### config.mk
export PLATFORM = sky130hd
export DESIGN_NAME = slfp_front
export DESIGN_NICKNAME = d
export VERILOG_FILES = /design/src/hw/rtl/slfp_pkg.sv /design/src/hw/rtl/slfp_front.sv
export SDC_FILE = /design/constraint.sdc
export NUM_CORES = 1
export LEC_CHECK = 0
export BUFFER_PORTS_ARGS = -buffer_cell sky130_fd_sc_hd__buf_2
export CORE_UTILIZATION = 46
export CTS_CLUSTER_SIZE = 8
export DETAILED_ROUTE_END_ITERATION = 7
export PLACE_DENSITY = 0.83
export SETUP_SLACK_MARGIN = 0.15
export SLEW_MARGIN = 20
export SYNTH_ARGS = -nofsm -noshare
export SYNTH_HDL_FRONTEND = slang
export SYNTH_SLANG_ARGS = --single-unit
export TNS_END_PERCENT = 1
### constraint.sdc
create_clock -name clock -period 1.45 [get_ports clock]
set_input_delay 0 -clock clock [delete_from_list [all_inputs] [get_ports clock]]
set_output_delay 0 -clock clock [all_outputs]
set_load 0.01 [all_outputs]
### src/hw/rtl/slfp_pkg.sv
// Shared types, constants and address decode for the serial flash programming port.
`default_nettype none
package slfp_pkg;

   // Default program store depth in 16-bit words
   localparam int unsigned PROGRAM_WORDS_DEFAULT = 16384;

   // Item kinds sorted out by the front end
   localparam logic [1:0] KIND_SAMPLE = 2'd0;
   localparam logic [1:0] KIND_PTR    = 2'd1;
   localparam logic [1:0] KIND_LATCH  = 2'd2;
   localparam logic [1:0] KIND_NOP    = 2'd3;

   // Programming commands (low four bits of the shift word)
   localparam logic [3:0] CMD_CORE    = 4'h0;
   localparam logic [3:0] CMD_LATCH   = 4'h2;
   localparam logic [3:0] CMD_RD      = 4'h8;
   localparam logic [3:0] CMD_RD_INC  = 4'h9;
   localparam logic [3:0] CMD_RD_DEC  = 4'hA;
   localparam logic [3:0] CMD_INC_RD  = 4'hB;
   localparam logic [3:0] CMD_WR      = 4'hC;
   localparam logic [3:0] CMD_WR_INC2 = 4'hD;
   localparam logic [3:0] CMD_WR_DEC2 = 4'hE;
   localparam logic [3:0] CMD_WR_HOLD = 4'hF;

   // Address map
   localparam logic [21:0] ID_LO      = 22'h200000;
   localparam logic [21:0] ID_HI      = 22'h200007;
   localparam logic [21:0] CFG_LO     = 22'h300000;
   localparam logic [21:0] CFG_HI     = 22'h30000D;
   localparam logic [21:0] DBG_LO     = 22'h200028;
   localparam logic [21:0] DBG_HI     = 22'h200037;
   localparam logic [21:0] ERASE_ADDR = 22'h3C0004;
   localparam logic [15:0] ERASE_A    = 16'h0080;
   localparam logic [15:0] ERASE_B    = 16'h0081;
   localparam logic [15:0] ERASE_C    = 16'h0083;
   localparam logic [15:0] ERASE_LO   = 16'h0088;
   localparam logic [15:0] ERASE_HI   = 16'h008B;

   // Configuration register indexes
   localparam logic REG_DEVICE_ID = 1'b0;

   typedef struct packed {
      logic [1:0]  kind;
      logic        clock_pin;
      logic        data_pin;
      logic [21:0] load_value;
   } entry_type;

   typedef struct packed {
      logic       is_id;
      logic       is_cfg;
      logic       is_dev;
      logic       is_dbg;
      logic [2:0] idx;
   } region_type;

   // Decode of the small stores; the program store is checked by the caller first
   function automatic region_type find_region(input logic [21:0] ptr);
      region_type r;
      logic [5:0] dofs;
      r = '0;
      dofs = ptr[5:0] - 6'd40;
      if (ptr >= ID_LO && ptr <= ID_HI) begin
         r.is_id = 1'b1;
         r.idx   = {1'b0, ptr[2:1]};
      end else if (ptr >= CFG_LO && ptr <= CFG_HI) begin
         r.is_cfg = 1'b1;
         r.idx    = ptr[3:1];
      end else if (ptr[21:1] == 21'h1FFFFF) begin
         r.is_dev = 1'b1;
      end else if (ptr >= DBG_LO && ptr <= DBG_HI) begin
         r.is_dbg = 1'b1;
         r.idx    = dofs[3:1];
      end
      return r;
   endfunction

   function automatic logic erase_code(input logic [15:0] p);
      return (p == ERASE_A) || (p == ERASE_B) || (p == ERASE_C) ||
             (p >= ERASE_LO && p <= ERASE_HI);
   endfunction

endpackage
`default_nettype wire

### src/hw/rtl/slfp_front.sv
// Front end: takes items, sorts them by kind and queues them for the back end.
`default_nettype none
module slfp_front
   import slfp_pkg::*;
(
   input  wire logic        clock,
   input  wire logic        reset,
   input  wire logic        push,
   input  wire logic [1:0]  action,
   input  wire logic        clock_pin,
   input  wire logic        data_pin,
   input  wire logic [21:0] load_value,
   output logic             full,
   output logic             not_empty,
   input  wire logic        pop,
   output entry_type        head
);

   entry_type  q_ff [2];
   logic       wr_ff, wr_in, rd_ff, rd_in;
   logic [1:0] cnt_ff, cnt_in;
   entry_type  cls;

   // Classify the action
   always_comb begin
      cls.clock_pin  = clock_pin;
      cls.data_pin   = data_pin;
      cls.load_value = load_value;
      case (action)
         2'd0:    cls.kind = KIND_SAMPLE;
         2'd1:    cls.kind = KIND_PTR;
         2'd2:    cls.kind = KIND_LATCH;
         default: cls.kind = KIND_NOP;
      endcase
   end

   assign full      = (cnt_ff == 2'd2);
   assign not_empty = (cnt_ff != 2'd0);
   assign head      = q_ff[rd_ff];

   // Queue pointers
   always_comb begin
      wr_in  = wr_ff ^ push;
      rd_in  = rd_ff ^ pop;
      cnt_in = cnt_ff + {1'b0, push} - {1'b0, pop};
   end

   always_ff @(posedge clock) begin
      if (reset) begin
         wr_ff  <= 1'b0;
         rd_ff  <= 1'b0;
         cnt_ff <= 2'd0;
      end else begin
         wr_ff  <= wr_in;
         rd_ff  <= rd_in;
         cnt_ff <= cnt_in;
      end
   end

   always_ff @(posedge clock) begin
      if (push) begin
         q_ff[wr_ff] <= cls;
      end
   end

endmodule
`default_nettype wire

# Yosys cells after proc, flatten, opt, wreduce, memory -nomap -nowiden
# Memory sizes are Yosys's and may differ from the RTL's. A register that Yosys moved wholly into a read port is not among the register bits.
# Index checks and enable logic that the tools add are counted.
# totals
wordCells,17
register_bits,4
output_inout_bits,28
input_bits,30
mem_bits_rw,52
mem_count,1
# classes
n_eq_ne,3
addsub,2
muxes,4
n_bitwise,2
n_reduce_logical,2
# mem_list
name,depth,word_bits,read_ports,rd_ports_with_merged_regs,write_ports,line,source
q_ff,2,26,1,1,1,slfp_front.sv:19,entry_type q_ff [2];
# op_table
operator,n
$pmux 2 s3,1
$eq 2x2->1 const B,2
$mux 1,3
$add 2x1->2,1
$eq 2x1->1 const B,1
$logic_not 2->1,1
$reduce_bool 2->1,1
$sub 2x1->2,1
$xor 1x1->1,2

# Depth between registers and ports, before layout
# depth
word_depth,2
mapped_depth,6
mapped_depth_nobuf,6

# Worst setup path after synthesis
# No wires, ideal clock.
# synth_timing
kind,reg2reg
from,register wr_ff
to,"memory q_ff[0][0] in the netlist's numbering, enable pin"
required_time_ns,1.065
synth_period_minus_slack_ns,1.416
n_path_buf,0
setup_time_ns,0.385
t_arrival_ns,1.031
path_slack_ns,0.034
stages_incl_launch_ff,3
path_cell_list,dfxtp_1 -> inv_1 -> ha_1
# synth_lines
element,line,source
from (decl),slfp_front.sv:20,"logic wr_ff, wr_in, rd_ff, rd_in;"
from (signal assigned),slfp_front.sv:54,wr_ff <= wr_in;
to (decl),slfp_front.sv:19,
# No word-level cell before the write port.

==> impl_metrics.json <==
{
  "netlist_instances": 102,
  "cts_tree": "done",
  "worstSetupPathType": "flop to output port",
  "die_h_um": 71.0,
  "clock_latency_ns": 0.31,
  "cp_cell_sequence": "buf_6 -> mux2_4 -> buf_6",
  "ys_types": 14,
  "worstHoldPathType": "input pin to flop",
  "hold_viol_final": 0,
  "seq_area_um2": 1650,
  "setup_viol": 0,
  "io_pins": 58,
  "ys_seq_elements": 56,
  "max_freq_mhz": 746,
  "n_fill_cell": 301,
  "avgRoutedWirePerCell_um": 14.6,
  "rows": 24,
  "drive_gt1_share_pct": 51.8,
  "gr-total-overflow": 0,
  "critPathMaxStageDelay_ns": 0.44,
  "violations": "DRC",
  "maxCapViolations": 0,
  "cp.required_ns": 1.45,
  "cp_slowest_cell": "dfxtp_4",
  "syn_nets": 136,
  "peakVddDrop_mv": 0.648,
  "final_cell_area_um2": 3100,
  "path_common_cell": "buf_6",
  "rrSetupSlack_ns": 0.25,
  "ant_nets": 0,
  "clk_pin_slew_ns": 0.09,
  "fin_skew_ns": 0.00593,
  "grt_pass1_vias": 1291,
  "drv_slew": 0,
  "antenna_cells": 0,
  "area_delta_synth_final_pct": 41.7,
  "finalNetCount": 232,
  "drtIter0Drc": 86,
  "slew_headroom_pct": 90.3,
  "ys_seq_area_share_pct": 75.1,
  "hpwl_um": 2420,
  "first_pass_iters": 6,
  "cts_sinks": 56,
  "place.gp.congestion": 0.648,
  "synth_top_cell_by_area": "edfxtp_1",
  "grt_start_max_net_pins": 21,
  "outcome": "complete, but fails checks",
  "h-tree-depth": 2,
  "multi_input_area_um2": 504,
  "post-route-period-util_pct": 92.5,
  "rsz0062_at_grt": "yes",
  "root_buffer": "clkbuf_8",
  "endpoint_kind": "output port",
  "grt_pass1_wl_um": 6090,
  "power_uw": 3590,
  "clockBufferDepth": 2,
  "coreArea_um2": 4470,
  "wl_um": 3660,
  "yosys_warnings": 0,
  "synthTopCellsByArea": "edfxtp_1 (71%), mux2_4 (13%), dfxtp_1 (3.7%)",
  "p_leak_uw": 0.00127,
  "io_buffers": 57,
  "cts_made_buffers": 5,
  "grt.total_usage_pct": 16.6,
  "fin_setup_tns_ns": 0,
  "place_area_um2": 2560,
  "antenna_found_initial": 0,
  "via_per_inst": 4.67,
  "syn_avg_cell_area_um2": 21.4,
  "design.die.area_um2": 5030,
  "post-route-min-period_ns": 1.34,
  "start_kind": "flop",
  "arrival_ns": 1.34,
  "die_x_um": 71.0,
  "fin_cells": 251,
  "syn-cell-area_um2": 2190,
  "worst_pin_slew_ns": 0.145,
  "post-place-cells": 212,
  "netlist.area_leader.share_pct": 71.4,
  "route.vias.total": 1173,
  "drc": 6,
  "p_per_area_nw_per_um2": 1160,
  "start_util_pct": 48.9,
  "whs_ns": 0.0517,
  "critPathMaxFanout": 6
}
[logic make-up (layout without fill, tap and decap cells)]
family	Yosys count	in the layout	synth area share, %
xor gates and xnor gates	2	2	1.43
muxes	26	26	16.6
buffers and inverters	8	105	3.20
DFF	56	56	75.1
and+or+nand+nor	6	6	1.37
adders and majority gates	4	4	2.29
[metrics by stage]
step / utilization (%) / worst slack [ns]
after floorplan: - / 0.0543
after global placement: 57.3 / 0.306
after detailed placement: 57.3 / 0.251
after CTS: 69.3 / 0.0766
after global routing: 69.3 / 0.0489
final: 69.3 / 0.109
[state kept, by name (all words and copies together) (netlist names)]
name / cells
cnt_ff: 2
wr_ff: 1
q_ff: 52
rd_ff: 1
[what timing repair did]
action	4_1_cts	5_1_grt
hold endpoints to repair	56	0
setup endpoints to repair	26	27
resized for setup	18	0
cloned	2	0
hold buffers	28	0
buffers inserted	1	0
[worst max-delay path: cells and delay by family (launching register included)]
kind / cells / cell delay (ns)
flip-flops: 1 / 0.44
multiplexers: 1 / 0.31
buffers and inverters: 2 / 0.28
[cell usage after synthesis]
| master | n |
|---|---|
| mux2_2 | 7 |
| inv_1 | 3 |
| edfxtp_1 | 52 |
| nor2b_1 | 2 |
| nor2_1 | 3 |
| dfxtp_1 | 4 |
| clkbuf_1 | 2 |
| mux2_4 | 19 |
| xnor3_1 | 1 |
| or2_2 | 1 |
| buf_6 | 1 |
| xnor2_1 | 1 |
| buf_12 | 2 |
| ha_1 | 4 |
[metal layers]
layer | up-vias | part of all wire (%) | global-route usage [%]
met5 | - | 0 | 0
met2 | 44 | 53 | 29.9
li1 | 576 | - | -
met1 | 547 | 40 | 18.2
met4 | 0 | 1.3 | 5.78
met3 | 6 | 5.9 | 5.70
[worst paths after layout]
check	endpoint	cells after the start	startpoint
max	head[4]	3	rd_ff
min	wr_ff	3	push
max reg2reg	cnt_ff[1]	6	cnt_ff[0]
min reg2reg	wr_ff	3	wr_ff
[layout by cell type, fill, tap and decap left out, drive strengths merged]
cell type / count
clkbuf: 5
nor2b: 2
xnor3: 1
ha: 4
edfxtp: 52
dfxtp: 4
bufinv: 1
buf: 66
nor2: 3
clkinvlp: 1
inv: 4
dlygate4sd3: 28
or2: 1
mux2: 26
xnor2: 1
[report_power, final]
group,internal [uW],switching (uW)
logic,408,251
clock network,520,489
registers,1880,42.0
[final cells by class]
type	count	area share, %
repair buffers	94	24.5
clock buffers	5	2.22
inverters	3	0.363
multi-input cells	38	16.3
flip-flops and latches	56	53.1
well taps	52	2.10
clock inverters	3	1.49
(Power assumes the default switching activity.)
